$ cat config.mk
export PLATFORM = sky130hd
export DESIGN_NAME = marker_framed_command_deframer_unit_flat
export DESIGN_NICKNAME = d
export VERILOG_FILES = /design/src/rtl/mfcd_pkg.sv /design/src/rtl/mfcd_intf.sv /design/src/rtl/mfcd_in_stage.sv /design/src/rtl/mfcd_core.sv /design/src/rtl/marker_framed_command_deframer_unit.sv /design/src/flat_wrapper.sv
export SDC_FILE = /design/constraint.sdc
export NUM_CORES = 1
export LEC_CHECK = 0
export BUFFER_PORTS_ARGS = -buffer_cell sky130_fd_sc_hd__buf_2
export CAP_MARGIN = 25
export CORE_ASPECT_RATIO = 2
export CORE_UTILIZATION = 45
export DETAILED_ROUTE_END_ITERATION = 12
export GPL_TIMING_DRIVEN = 1
export PLACE_DENSITY = 0.7
export REMOVE_ABC_BUFFERS = 1
export SYNTH_ARGS = -nofsm -noshare
export SYNTH_HDL_FRONTEND = slang
export SYNTH_HIERARCHICAL = 1
export SYNTH_SLANG_ARGS = --single-unit
$ cat constraint.sdc
create_clock -name clk_i -period 6 [get_ports clk_i]
set_input_delay 0.3 -clock clk_i [delete_from_list [all_inputs] [get_ports clk_i]]
set_output_delay 0.3 -clock clk_i [all_outputs]
set_load 0.02 [all_outputs]
$ cat src/rtl/mfcd_pkg.sv
// Shared types, byte codes and helper functions of the command deframer.
`timescale 1ns / 1ps
`default_nettype none

package mfcd_pkg;

  // Marker bytes of the framing scheme.
  localparam logic [7:0] BYTE_HDR_A = 8'hFA;
  localparam logic [7:0] BYTE_RESET = 8'hFB;
  localparam logic [7:0] BYTE_HDR_C = 8'hFC;
  localparam logic [7:0] BYTE_HDR_D = 8'hFD;
  localparam logic [7:0] BYTE_CLOSE = 8'hFE;

  // Frame kind codes reported on the result.
  localparam logic [1:0] KIND_A = 2'd0;
  localparam logic [1:0] KIND_C = 2'd1;
  localparam logic [1:0] KIND_D = 2'd2;

  // Reset value of the frame length limit register.
  localparam logic [7:0] LIMIT_RESET = 8'd120;

  // Header plus closing bytes that are not counted as payload, less one.
  localparam logic [7:0] FRAME_OVERHEAD_M1 = 8'd3;

  // One result item.
  typedef struct packed {
    logic       payload_valid;
    logic [7:0] payload_byte;
    logic       frame_commit;
    logic       frame_abort;
    logic [1:0] frame_kind;
    logic [7:0] frame_length;
  } result_t;

  // Registered input byte handed from the input stage to the core.
  typedef struct packed {
    logic       vld;
    logic [7:0] data;
  } byte_stage_t;

  // True for any of the three header bytes.
  function automatic logic is_header(input logic [7:0] b);
    return (b == BYTE_HDR_A) || (b == BYTE_HDR_C) || (b == BYTE_HDR_D);
  endfunction

  // Kind code of a header byte; only meaningful when is_header is true.
  function automatic logic [1:0] kind_of(input logic [7:0] b);
    logic [1:0] k;
    case (b)
      BYTE_HDR_A: k = KIND_A;
      BYTE_HDR_C: k = KIND_C;
      BYTE_HDR_D: k = KIND_D;
      default:    k = KIND_A;
    endcase
    return k;
  endfunction

endpackage

`default_nettype wire

$ cat src/rtl/mfcd_intf.sv
// Handshake channel interfaces: byte input, result output and limit configuration.
`timescale 1ns / 1ps
`default_nettype none

// Received byte channel.
interface mfcd_in_if;
  logic       valid;
  logic       ready;
  logic [7:0] in_byte;

  modport source (output valid, output in_byte, input ready);
  modport sink   (input valid, input in_byte, output ready);
endinterface

// Result channel.
interface mfcd_out_if;
  logic             valid;
  logic             ready;
  mfcd_pkg::result_t result;

  modport source (output valid, output result, input ready);
  modport sink   (input valid, input result, output ready);
endinterface

// Frame length limit write channel.
interface mfcd_cfg_if;
  logic       valid;
  logic       ready;
  logic [7:0] frame_length_limit;

  modport source (output valid, output frame_length_limit, input ready);
  modport sink   (input valid, input frame_length_limit, output ready);
endinterface

`default_nettype wire

$ cat src/rtl/mfcd_in_stage.sv
// Input register stage that holds one received byte for the core.
`timescale 1ns / 1ps
`default_nettype none

module mfcd_in_stage (
  input  wire logic                  clk_i,
  input  wire logic                  rst_ni,
  mfcd_in_if.sink                    in_i,
  input  wire logic                  adv_i,
  output mfcd_pkg::byte_stage_t      stage_o
);
  import mfcd_pkg::*;

  logic       vld_q;
  logic [7:0] data_q;
  logic       load;

  // The register takes a new item when empty or when the core consumes the held one.
  assign in_i.ready = !vld_q || adv_i;
  assign load       = in_i.valid && in_i.ready;

  // Valid flag of the held byte.
  always_ff @(posedge clk_i or negedge rst_ni) begin
    if (!rst_ni) begin
      vld_q <= 1'b0;
    end else if (in_i.ready) begin
      vld_q <= in_i.valid;
    end
  end

  // Byte payload register.
  always_ff @(posedge clk_i) begin
    if (load) begin
      data_q <= in_i.in_byte;
    end
  end

  assign stage_o.vld  = vld_q;
  assign stage_o.data = data_q;

endmodule

`default_nettype wire

$ cat src/rtl/mfcd_core.sv
// Deframing state machine, limit register and result register.
`timescale 1ns / 1ps
`default_nettype none

module mfcd_core (
  input  wire logic                  clk_i,
  input  wire logic                  rst_ni,
  input  wire mfcd_pkg::byte_stage_t stage_i,
  output logic                       adv_o,
  mfcd_cfg_if.sink                   cfg_i,
  mfcd_out_if.source                 out_o
);
  import mfcd_pkg::*;

  typedef enum logic [1:0] {
    PH_IDLE  = 2'd0,
    PH_HEAD  = 2'd1,
    PH_OPEN  = 2'd2,
    PH_CLOSE = 2'd3
  } phase_e;

  phase_e     phase_q, phase_d;
  logic [1:0] kind_q, kind_d;
  logic [7:0] count_q, count_d;
  logic [7:0] limit_q;
  logic       out_valid_q;
  result_t    result_q, result_d;
  logic       take;
  logic       hdr;
  logic [1:0] hk;
  logic [7:0] count_inc;

  // The result register frees up when empty or when its item is taken.
  assign adv_o = !out_valid_q || out_o.ready;
  assign take  = stage_i.vld && adv_o;

  // Configuration writes are always taken.
  assign cfg_i.ready = 1'b1;

  always_ff @(posedge clk_i or negedge rst_ni) begin
    if (!rst_ni) begin
      limit_q <= LIMIT_RESET;
    end else if (cfg_i.valid) begin
      limit_q <= cfg_i.frame_length_limit;
    end
  end

  // Next state and result for the held byte.
  always_comb begin
    hdr       = is_header(stage_i.data);
    hk        = kind_of(stage_i.data);
    count_inc = 8'(count_q + 8'd1);
    phase_d   = phase_q;
    kind_d    = kind_q;
    count_d   = count_q;
    result_d  = '0;
    case (phase_q)
      PH_IDLE: begin
        if (hdr) begin
          kind_d  = hk;
          count_d = 8'd1;
          phase_d = PH_HEAD;
        end else begin
          count_d = 8'd0;
        end
      end
      PH_HEAD: begin
        if (hdr && (hk == kind_q)) begin
          count_d = count_inc;
          phase_d = PH_OPEN;
        end else begin
          count_d = 8'd0;
          phase_d = PH_IDLE;
        end
      end
      PH_OPEN: begin
        result_d.frame_kind = kind_q;
        count_d             = count_inc;
        if (stage_i.data == BYTE_CLOSE) begin
          phase_d = PH_CLOSE;
        end else if (hdr) begin
          // A new header aborts the frame and starts the next one.
          result_d.frame_abort = 1'b1;
          kind_d               = hk;
          count_d              = 8'd1;
          phase_d              = PH_HEAD;
        end else if (stage_i.data == BYTE_RESET) begin
          result_d.frame_abort = 1'b1;
          count_d              = 8'd0;
          phase_d              = PH_IDLE;
        end else begin
          result_d.payload_valid = 1'b1;
          result_d.payload_byte  = stage_i.data;
        end
        // Reaching the length limit aborts and drops any passed byte.
        if (count_d >= limit_q) begin
          result_d.frame_abort   = 1'b1;
          result_d.payload_valid = 1'b0;
          result_d.payload_byte  = 8'd0;
          count_d                = 8'd0;
          phase_d                = PH_IDLE;
        end
      end
      PH_CLOSE: begin
        result_d.frame_kind = kind_q;
        if (stage_i.data == BYTE_CLOSE) begin
          result_d.frame_commit = 1'b1;
          result_d.frame_length = 8'(count_q - FRAME_OVERHEAD_M1);
        end else begin
          result_d.frame_abort = 1'b1;
        end
        count_d = 8'd0;
        phase_d = PH_IDLE;
      end
      default: begin
        count_d = 8'd0;
        phase_d = PH_IDLE;
      end
    endcase
    // The kind is reported only alongside payload, commit or abort.
    if (!result_d.payload_valid && !result_d.frame_commit && !result_d.frame_abort) begin
      result_d.frame_kind = KIND_A;
    end
  end

  // Frame state and result valid flag.
  always_ff @(posedge clk_i or negedge rst_ni) begin
    if (!rst_ni) begin
      phase_q     <= PH_IDLE;
      kind_q      <= KIND_A;
      count_q     <= 8'd0;
      out_valid_q <= 1'b0;
    end else begin
      if (take) begin
        phase_q <= phase_d;
        kind_q  <= kind_d;
        count_q <= count_d;
      end
      if (adv_o) begin
        out_valid_q <= stage_i.vld;
      end
    end
  end

  // Result payload register.
  always_ff @(posedge clk_i) begin
    if (take) begin
      result_q <= result_d;
    end
  end

  assign out_o.valid  = out_valid_q;
  assign out_o.result = result_q;

endmodule

`default_nettype wire

$ cat src/rtl/marker_framed_command_deframer_unit.sv
// Top level of the marker-framed command deframer.
//
//   Channel  Direction  Contents
//   in_i     sink       in_byte: one received byte per item
//   cfg_i    sink       frame_length_limit register write
//   out_o    source     one result item per input item
//
// Each byte passes an input register and a result register, and one item per cycle is
// sustained when the result side takes every cycle.
// The result register stalls on out_o.ready; the input register keeps taking
// items while it or the result register has room.
// Reset clears the frame state to idle and the limit to 120. Limit writes are
// always ready and apply from the next byte that reaches the state machine.
`timescale 1ns / 1ps
`default_nettype none

module marker_framed_command_deframer_unit (
  input  wire logic  clk_i,
  input  wire logic  rst_ni,
  mfcd_in_if.sink    in_i,
  mfcd_cfg_if.sink   cfg_i,
  mfcd_out_if.source out_o
);
  import mfcd_pkg::*;

  byte_stage_t stage;
  logic        adv;

  // Input byte register.
  mfcd_in_stage u_in_stage (
    .clk_i   (clk_i),
    .rst_ni  (rst_ni),
    .in_i    (in_i),
    .adv_i   (adv),
    .stage_o (stage)
  );

  // State machine and result register.
  mfcd_core u_core (
    .clk_i   (clk_i),
    .rst_ni  (rst_ni),
    .stage_i (stage),
    .adv_o   (adv),
    .cfg_i   (cfg_i),
    .out_o   (out_o)
  );

endmodule

`default_nettype wire

$ cat src/flat_wrapper.sv
// flat-port wrapper written by rule: the top's interface ports become plain ports
module marker_framed_command_deframer_unit_flat import mfcd_pkg::*;
  (clk_i, rst_ni, in_i_valid, in_i_in_byte, in_i_ready, cfg_i_valid, cfg_i_frame_length_limit, cfg_i_ready, out_o_valid, out_o_result, out_o_ready);
  mfcd_in_if in_i_i ();
  mfcd_cfg_if cfg_i_i ();
  mfcd_out_if out_o_i ();
  input  wire logic clk_i;
  input  wire logic rst_ni;
  input wire logic [$bits(in_i_i.valid)-1:0] in_i_valid;
  input wire logic [$bits(in_i_i.in_byte)-1:0] in_i_in_byte;
  output wire logic [$bits(in_i_i.ready)-1:0] in_i_ready;
  input wire logic [$bits(cfg_i_i.valid)-1:0] cfg_i_valid;
  input wire logic [$bits(cfg_i_i.frame_length_limit)-1:0] cfg_i_frame_length_limit;
  output wire logic [$bits(cfg_i_i.ready)-1:0] cfg_i_ready;
  output wire logic [$bits(out_o_i.valid)-1:0] out_o_valid;
  output wire logic [$bits(out_o_i.result)-1:0] out_o_result;
  input wire logic [$bits(out_o_i.ready)-1:0] out_o_ready;
  assign in_i_i.valid = in_i_valid;
  assign in_i_i.in_byte = in_i_in_byte;
  assign in_i_ready = in_i_i.ready;
  assign cfg_i_i.valid = cfg_i_valid;
  assign cfg_i_i.frame_length_limit = cfg_i_frame_length_limit;
  assign cfg_i_ready = cfg_i_i.ready;
  assign out_o_valid = out_o_i.valid;
  assign out_o_result = out_o_i.result;
  assign out_o_i.ready = out_o_ready;
  marker_framed_command_deframer_unit u_core (.clk_i(clk_i), .rst_ni(rst_ni), .in_i(in_i_i), .cfg_i(cfg_i_i), .out_o(out_o_i));
endmodule
* Word level (Yosys, flattened, before mapping)
Cells that the tools add are included.
** Word-level totals
- Logic and storage cells :: 81
- Input bits :: 21
- Output and inout port bits :: 24
- Register bits after elaboration :: 51
** Cells by class
- Reduce and logical (&&, ||, !) cells :: 20
- Order comparisons :: 1
- Muxes and demuxes :: 32
- Bitwise gates (word level) :: 1
- Add/subtract/negate cells :: 2
- Equal/unequal tests :: 12
** Operators by type and width (number)
- two-way mux 8 bit :: 6
- two-way mux 9 bit :: 5
- equality test 8 bit (second input constant) :: 5
- one-hot mux 8 bit (4 select lines) :: 1
- two-way mux 2 bit :: 8
- adder 8 x 1 -> 8 bit (second input constant) :: 1
- greater-or-equal comparator 8 bit :: 1
- two-way mux 1 bit :: 8
- one-hot mux 2 bit (2 select lines) :: 2
- one-hot mux 2 bit (4 select lines) :: 1
- subtractor 8 x 2 -> 8 bit (second input constant) :: 1
- one-hot mux 3 bit (2 select lines) :: 1
- AND reduction 3 bit :: 2
- logical AND 1 bit :: 5
- zero test 1 bit :: 5
- != test 5 bit (second input constant) :: 1
- OR reduction 5 bit :: 1
- equality test 2 bit (second input constant) :: 2
- logical OR 1 bit :: 4
- != test 2 bit (second input constant) :: 2
- equality test 2 x 1 -> 1 bit (second input constant) :: 1
- equality test 2 bit :: 1
- zero test 2 bit :: 1
- AND reduction 2 bit :: 1
- other kinds (2) :: 2

* Depth between registers and ports, before layout
Gate-level depths: netlist of the first run.
- Word-level depth :: 12
- Gate-level depth with buffers :: 12

* By module
Netlist of the first run, hierarchy kept.
** Modules (own cells, without submodules)
- mfcd_core :: cells each 227, instances 1, seq. area each 1161.1 sq um, area each 2357.3 sq um
- mfcd_in_stage :: cells each 13, instances 1, seq. area each 265.3 sq um, area each 301.5 sq um

* Worst setup path before layout of the first run
No wires, ideal clock.
- Path kind :: flip-flop to flip-flop
- Start point :: register u_core.u_core.count_q[0]
- End point :: register u_core.u_core.result_q (netlist bit u_core/u_core/out_o.result[8]) (data pin)
- Path buffers :: 0
- Stages on the path, launching flop included :: 12
- Path slack :: 3.153 ns
- Arrival :: 2.591 ns
- Data required time :: 5.744 ns
- Period minus slack after synthesis :: 2.847 ns
- Path through :: dfrtp_1 > ha_1 > nand3_1 > nor2_1 > xnor2_1 > nor2_1 > ha_1 > a21o_1 > a2111oi_2 > o41a_4 > nand2_1 > o211a_1
** On the way
- Cells in the longest elaborated chain, start to end :: 11
- Elaborated cells on any way between the ends :: 14
** Ends and longest elaborated chain
- start, declared :: RTL line mfcd_core.sv:24 : logic [7:0] count_q, count_d;
- start signal, assigned :: RTL line mfcd_core.sv:137 : count_q <= count_d;
- adder 8 x 1 -> 8 bit * :: RTL line mfcd_core.sv:52 : count_inc = 8'(count_q + 8'd1);
- two-way mux 8 bit :: RTL line mfcd_core.sv:87 : end else if (stage_i.data == BYTE_RESET) begin
- two-way mux 8 bit :: RTL line mfcd_core.sv:81 : end else if (hdr) begin
- two-way mux 8 bit * :: RTL line mfcd_core.sv:79 : if (stage_i.data == BYTE_CLOSE) begin
- two-way mux 8 bit * :: RTL line mfcd_core.sv:57 : case (phase_q)
- greater-or-equal comparator 8 bit * :: RTL line mfcd_core.sv:96 : if (count_d >= limit_q) begin
- two-way mux 9 bit :: RTL line mfcd_core.sv:96
- two-way mux 9 bit :: RTL line mfcd_core.sv:57
- zero test 1 bit :: RTL line mfcd_core.sv:121 : if (!result_d.payload_valid && !result_d.frame_commit && !result_d.frame_abort) begin
- logical AND 1 bit :: RTL line mfcd_core.sv:121
- logical AND 1 bit * :: RTL line mfcd_core.sv:121
- end signal, assigned :: RTL line mfcd_core.sv:148 : result_q <= result_d;
- end, declared :: RTL line mfcd_core.sv:27 : result_t result_q, result_d;
Every way passes the cells marked *; elsewhere a longest branch is shown, timed or not. The select of a mux whose other input is x is not followed.
A chain may end at the register's enable or synchronous reset.

* Worst setup path after layout of the first run
Ends and elaborated chain as after synthesis.

==> summary.txt, run 1 <==
Critical path
  • Worst path bufs/invs: 0
  • Worst EP required: 6.05 ns
  • Path type of the worst setup path: flip-flop to flip-flop
  • Cell class contributing the biggest share of worst-path delay: compound AO/OA/AOI/OAI gates
  • Crit path max fanout: 15
  • Worst R2R Setup Slack: 2.78 ns
  • Cells along the critical path: ha_1, nand3_1, nor2_1, xnor2_1, nor2_1, ha_1, a21o_1, a2111oi_2, o41a_4, nand2_1, o211a_1
  • Critical R2R Launch: u_core/u_core/count_q[0]$_DFFE_PN0P_
  • Beginning of the critical path: u_core/u_core/count_q[0]$_DFFE_PN0P_
  • Crit path arrival time: 3.27 ns
  • Critical-path top delay cell: dfrtp_1
  • Critical path's largest stage delay: 0.50 ns
  • Startpoint types: flip-flop
  • Endpoint class of the critical path: flip-flop

Clocking
  • Htree depth: 2
  • CTS buffer count: 5
  • CTS tree: done
  • TritonCTS Sinks: 51
  • Worst skew pair latency: 0.29 ns
  • CTS root buffer: clkbuf_16
  • Clk slew on worst S/H paths: 0.06 ns
  • Post-CTS setup buffer count: 0
  • Post-CTS Resized: 0
  • CTS Buffer Depth: 2

Logic synthesis
  • #FFs+latches synth: 51
  • Top_reg_cell synth: edfxtp_1
  • Share of synthesized registers carrying an async set or reset: 0.431
  • Post-Synthesis Cells: 240
  • YS warnings: 6
  • Library cells used by synthesis: 52
  • Synth Area per Inst: 11.1 um2
  • Synthesized area: 2660 um2
  • Sequential share of the synthesized area: 0.536
  • EDFF count, synth: 29

Global route
  • Initial antenna violation count: 0
  • Vias in the first global route: 1850
  • Global route total overflow: 0
  • Overall Global Routing Usage: 0.177
  • First-pass GRT wire length: 8440 um
  • Largest net degree at the start of global routing: 34

Die
  • Die area: 6240 um2
  • Row cnt: 39
  • Core Area: 5710 um2
  • Initial Util: 0.466
  • Die Width: 56.4 um
  • Die height: 111 um
  • Ports: 45

Timing
  • Period utilisation layout: 0.537
  • Slew margin rel.: 0.587
  • Final hold vios: 0
  • Max Clock Skew: 0.00602 ns
  • Max Slew Vio Count: 0
  • Final setup viols: 0
  • Min Tclk post-route: 3.22 ns
  • Fin Setup TNS: 0 ns
  • RSZ-0062 raised after global routing: false
  • F_max: 311 MHz
  • Hold slack: 0.178 ns
  • Worst Max-Slew Pin Slew: 0.619 ns

Placed design
  • DP Cell Count: 331
  • Gpl congestion: 0.829
  • Placed Area: 2870 um2
  • Port Buffers: 43
  • DP Wirelength: 3590 um

Layout
  • Layout fillers: 515
  • Share of cells above drive strength 1: 0.272
  • Final Util: 0.530
  • Post-route cell area: 3020 um2
  • Nets: 308
  • N_diodes: 0
  • Layout area overhead: 13.7%
  • Finished Layout Cells: 340

Pwr
  • Seq pwr share: 0.468
  • Switch Pwr: 0.307 mW
  • Leak: 1.39 nW
  • PD cells: 325 nW/um2
  • Worst VDD drop: 0.287 mV
  • Internal: 0.676 mW
  • Clock power frac: 0.281
  • Combinational power share: 0.251
  • Switch share: 0.312

Drt
  • Routed length per placed instance: 14.4 um
  • Via count: 1856
  • DRT iter0 DRCs: 37
  • Post-Route WL: 4890 um
  • Drt via density: 5.46
  • Post-route antenna net violation count: 0
  • DRT Pass-1 Iters: 4
  • Drc violations: 0

Hold path
  • Hold path start: in_i_in_byte[0]
  • Min-Delay Path Class: primary input to flip-flop

Run status
  • Status: complete, no violations

Job
  • Max-Cap Viols: 0
flip-flops by register name, indices dropped and copies added, names as in the netlist:
name,count
u_core/u_core/out_o.result,21
u_core/u_core/count_q,8
u_core/u_core/limit_q,8
u_core/u_in_stage/data_q,8
u_core/u_core/kind_q,2
u_core/u_core/phase_q,2
u_core/u_core/out_o.valid,1
u_core/u_in_stage/vld_q,1
cells in the mapped netlist (5+ instances only):
cell type | n | area share
a21oi_1 | 5 | 0.0094
and3_2 | 8 | 0.023
clkbuf_1 | 6 | 0.0085
dfrtp_1 | 18 | 0.17
edfxtp_1 | 29 | 0.33
ha_1 | 9 | 0.042
inv_1 | 13 | 0.018
nand2_1 | 24 | 0.034
nand2b_1 | 6 | 0.014
nand3_1 | 7 | 0.013
nor2_1 | 28 | 0.040
o21ai_0 | 11 | 0.021
xnor2_1 | 10 | 0.033
xor2_1 | 8 | 0.026
cells by family (layout without fill, tap and decap cells):
family	after synthesis	after routing	synth area share
and+or+nand+nor	96	96	0.185
DFF	51	51	0.536
AOI/OAI and AO/OA	35	35	0.112
buffers and inverters	27	66	0.0508
xor gates and xnor gates	18	18	0.0593
adders and majority gates	9	9	0.0424
muxes	3	3	0.0118
other	1	1	0.00141
stage by stage:
step,setup slack [ns],power [mW]
CTS,2.80,0.991
floorplan,3.12,0.641
global placement,2.97,0.706
global route,2.57,1.04
finish,2.78,0.983
detailed placement,2.81,0.712
per-layer routing:
| metal | GRT usage | wire length [um] | up-vias |
|---|---|---|---|
| li1 | - | - | 911 |
| met1 | 0.185 | 1850 | 876 |
| met2 | 0.313 | 2710 | 54 |
| met3 | 0.0327 | 163 | 15 |
| met4 | 0.114 | 170 | 0 |
| met5 | 0 | 0 | - |
area by class of cell:
class                           instances  area, um2  area share
Timing Repair Buffer                   45        233      0.0770
Multi-Input combinational cell        162       1100       0.363
Inverter                               13       48.8      0.0161
Clock buffer                            6        129      0.0426
Tap cell                               61       76.3      0.0252
Clock inverter                          2       13.8     0.00455
Sequential cell                        51       1430       0.472
final timing paths:
kind	cells past startpoint	end
min in group asynchronous	2	u_core/u_core/count_q[3]$_DFFE_PN0P_
worst min register to register	2	u_core/u_core/limit_q[5]$_DFFE_PN1P_
worst min-delay path	1	u_core/u_in_stage/data_q[0]$_DFFE_PP_
max in group asynchronous	2	u_core/u_core/limit_q[3]$_DFFE_PN1P_
worst max register to register	11	u_core/u_core/out_o.result[8]$_SDFFCE_PP0P_
worst max-delay path	11	u_core/u_core/out_o.result[8]$_SDFFCE_PP0P_
layout by cell type (no fill, tap or decap), types with 6 or more instances in the layout:
cell      count
nand3_1       7
nand2b_1      6
ha_1          9
xor2_1        8
and3_2        8
buf_2        43
edfxtp_1     29
dfrtp_1      18
nand2_1      24
o21ai_0      11
inv_1        13
xnor2_1      10
nor2_1       28
power by group through the flow:
stage          clock network, mW  logic [mW]  registers (mW)
2_1_floorplan                  0       0.165           0.476
3_3_place_gp                   0       0.241           0.464
3_5_place_dp                   0       0.246           0.466
4_1_cts                    0.283       0.248           0.459
5_1_grt                    0.296       0.275           0.464
6_report                   0.277       0.247           0.459
timing repair:
| item | CTS | global route |
|---|---|---|
| endpoints found under the hold margin | 18 | 0 |
| hold buffers | 1 | 0 |
| endpoints found under the setup margin | 0 | 0 |
Power figures use the tool's default switching activity.
==> run 2: changes to the inputs <==
==> constraint.sdc (replaced) <==
create_clock -name clk_i -period 3 [get_ports clk_i]
set_input_delay 0.15 -clock clk_i [delete_from_list [all_inputs] [get_ports clk_i]]
set_output_delay 0.15 -clock clk_i [all_outputs]
set_load 0.02 [all_outputs]
==> run 2 against run 1 <==
  * Setup slack got worse by 2.6 ns
  * Hold slack got worse by 0.15 ns
  * Non-clock buffer count rose by 15
  * Via count rose by 3.0%
  * Critical path type unchanged
==> summary.txt, run 2 (same netlist as run 1, synthesis figures left out) <==
Run status
  • Status: complete, no violations (unchanged)

Layout
  • Finished Layout Cells: 355 (was 340)
  • Largest register FFs: 21 (unchanged)
  • Share of cells above drive strength 1: 0.333 (was 0.272)
  • Layout area overhead: 20.0% (was 13.7%)
  • Final Util: 0.559 (was 0.530)
  • Nets: 323 (was 308)
  • Commonest non-fill, non-tap cells in the layout: buf_2 (43), edfxtp_1 (29), nor2_1 (26), nand2_1 (24), dfrtp_1 (18) (was buf_2 (43), edfxtp_1 (29), nor2_1 (28), nand2_1 (24), dfrtp_1 (18))
  • Commonest non-fill, non-tap cell in the layout: buf_2 (unchanged)
  • N_diodes: 0 (unchanged)

Clocking
  • CTS Buffer Depth: 2 (unchanged)
  • CTS root buffer: clkbuf_16 (unchanged)
  • Htree depth: 2 (unchanged)
  • CTS tree: done (unchanged)
  • TritonCTS Sinks: 51 (unchanged)
  • Worst skew pair latency: 0.29 ns (about the same)
  • Clk slew on worst S/H paths: 0.07 ns (was 0.06 ns)
  • CTS buffer count: 5 (unchanged)

Drt
  • Metal-1 WL: 1880 um (was 1850 um)
  • Top layer in use: met4 (unchanged)
  • Drt via density: 5.38 (was 5.46)
  • Routed wl met2: 2940 um (was 2710 um)
  • Via count: 1911 (was 1856)
  • Drc violations: 0 (unchanged)
  • Met3 routed WL: 167 um (was 163 um)
  • Routed length per placed instance: 14.4 um (about the same)
  • DRT iter0 DRCs: 48 (was 37)
  • DRT Pass-1 Iters: 4 (unchanged)
  • Post-Route WL: 5130 um (was 4890 um)
  • Post-route antenna net violation count: 0 (unchanged)

Timing
  • RSZ-0062 raised after global routing: false (unchanged)
  • F_max: 356 MHz (was 311 MHz)
  • Final setup margin: 0.188 ns (was 2.78 ns)
  • Fin Setup TNS: 0 ns (unchanged)
  • Worst Max-Slew Pin Slew: 0.596 ns (was 0.619 ns)
  • Max Clock Skew: 0.00627 ns (was 0.00602 ns)
  • Slew margin rel.: 0.593 (was 0.587)
  • Final setup viols: 0 (unchanged)
  • Final hold vios: 0 (unchanged)
  • Period utilisation layout: 0.937 (was 0.537)
  • Max Slew Vio Count: 0 (unchanged)
  • Min Tclk post-route: 2.81 ns (was 3.22 ns)

Die
  • Die height: 111 um (unchanged)
  • Die area: 6240 um2 (unchanged)
  • Row cnt: 39 (unchanged)
  • Ports: 45 (unchanged)
  • Initial Util: 0.466 (unchanged)
  • Die Width: 56.4 um (unchanged)
  • Core Area: 5710 um2 (unchanged)

Placed design
  • DP Wirelength: 3810 um (was 3590 um)
  • DP Cell Count: 345 (was 331)
  • Place WS: 0.0362 ns (was 2.81 ns)
  • Gpl congestion: 0.955 (was 0.829)
  • Port Buffers: 43 (unchanged)

Hold path
  • Min-Delay Path Class: primary input to flip-flop (unchanged)

Global route
  • First-pass GRT wire length: 8850 um (was 8440 um)
  • Initial antenna violation count: 0 (unchanged)
  • Global route total overflow: 0 (unchanged)
  • Largest net degree at the start of global routing: 23 (was 34)
  • Overall Global Routing Usage: 0.185 (was 0.177)
  • Vias in the first global route: 1989 (was 1850)

Pwr
  • PD cells: 661 nW/um2 (was 325 nW/um2)
  • Leak: 1.48 nW (was 1.39 nW)
  • Worst VDD drop: 0.537 mV (was 0.287 mV)

Critical path
  • Worst R2R Setup Slack: 0.19 ns (was 2.78 ns)
  • Path type of the worst setup path: flip-flop to flip-flop (unchanged)
  • Startpoint types: flip-flop (unchanged)
  • Worst EP required: 3.16 ns (was 6.05 ns)
  • Crit path max fanout: 13 (was 15)
  • Crit path arrival time: 2.97 ns (was 3.27 ns)
  • Endpoint class of the critical path: flip-flop (unchanged)

Job
  • Max-Cap Viols: 0 (unchanged)
run 2: cell count changes in the layout (fill, tap and decap cells not counted), sizes merged:
cell	delta
bufinv	+1
clkinvlp	+1
buf	+15
clkinv	-2
run 2: metrics by stage:
| step | hold slack, ns | power (mW) | cell area [um2] |
|---|---|---|---|
| after floorplan | -0.146 | 1.28 | 2570 |
| after global placement | 0.148 | 1.45 | 2980 |
| after detailed placement | 0.149 | 1.46 | 2980 |
| after CTS | 0.0253 | 2.10 | 3150 |
| after global routing | 0.0249 | 2.22 | 3190 |
| final | 0.0306 | 2.11 | 3190 |
run 2: layer usage:
| layer | vias up | GRT usage |
|---|---|---|
| li1 | 944 | - |
| met1 | 910 | 0.187 |
| met2 | 46 | 0.344 |
| met3 | 11 | 0.0327 |
| met4 | 0 | 0.102 |
| met5 | - | 0 |
run 2: timing repair:
action | 4_1_cts | 5_1_grt
buffers inserted | 0 | 1
setup endpoints to repair | 0 | 22
resized for setup | 0 | 8
hold buffers | 1 | 0
hold endpoints to repair | 18 | 0
run 2: cell type report:
| cell class | count | area (um2) |
|---|---|---|
| clock buffer | 6 | 129 |
| clock inverter | 2 | 37.5 |
| fill | 485 | 2520 |
| inverter | 13 | 48.8 |
| multi-input combinational | 162 | 1130 |
| sequential | 51 | 1430 |
| tap | 61 | 76.3 |
| timing repair buffer | 60 | 345 |
run 2: worst max-delay path, cell delays in order, from the launching register on:
cell and delay, ns:
dfrtp_1 0.40, ha_1 0.19, nand3_1 0.12, nor2_2 0.17, xnor2_1 0.13, nor2_1 0.06
ha_1 0.30, a21o_1 0.20, a2111oi_2 0.40, o41a_4 0.26, buf_4 0.17, and2_4 0.17
o211a_1 0.14
run 2: power by group:
group | internal (mW) | switching (mW)
sequential | 0.836 | 0.0603
clock | 0.394 | 0.238
combinational | 0.254 | 0.326
total | 1.48 | 0.625
run 2: path summary, 6_finish.rpt:
kind / from / end / cells past startpoint
setup / recovery: u_core/u_core/count_q[1]$_DFFE_PN0P_ / u_core/u_core/out_o.result[8]$_SDFFCE_PP0P_ / 12
hold / removal: in_i_in_byte[4] / u_core/u_in_stage/data_q[4]$_DFFE_PP_ / 1
setup reg to reg: u_core/u_core/count_q[1]$_DFFE_PN0P_ / u_core/u_core/out_o.result[8]$_SDFFCE_PP0P_ / 12
hold reg to reg: u_core/u_core/limit_q[0]$_DFFE_PN0P_ / u_core/u_core/limit_q[0]$_DFFE_PN0P_ / 1
max in group asynchronous: rst_ni / u_core/u_core/limit_q[6]$_DFFE_PN1P_ / 2
min in group asynchronous: rst_ni / u_core/u_core/count_q[6]$_DFFE_PN0P_ / 2
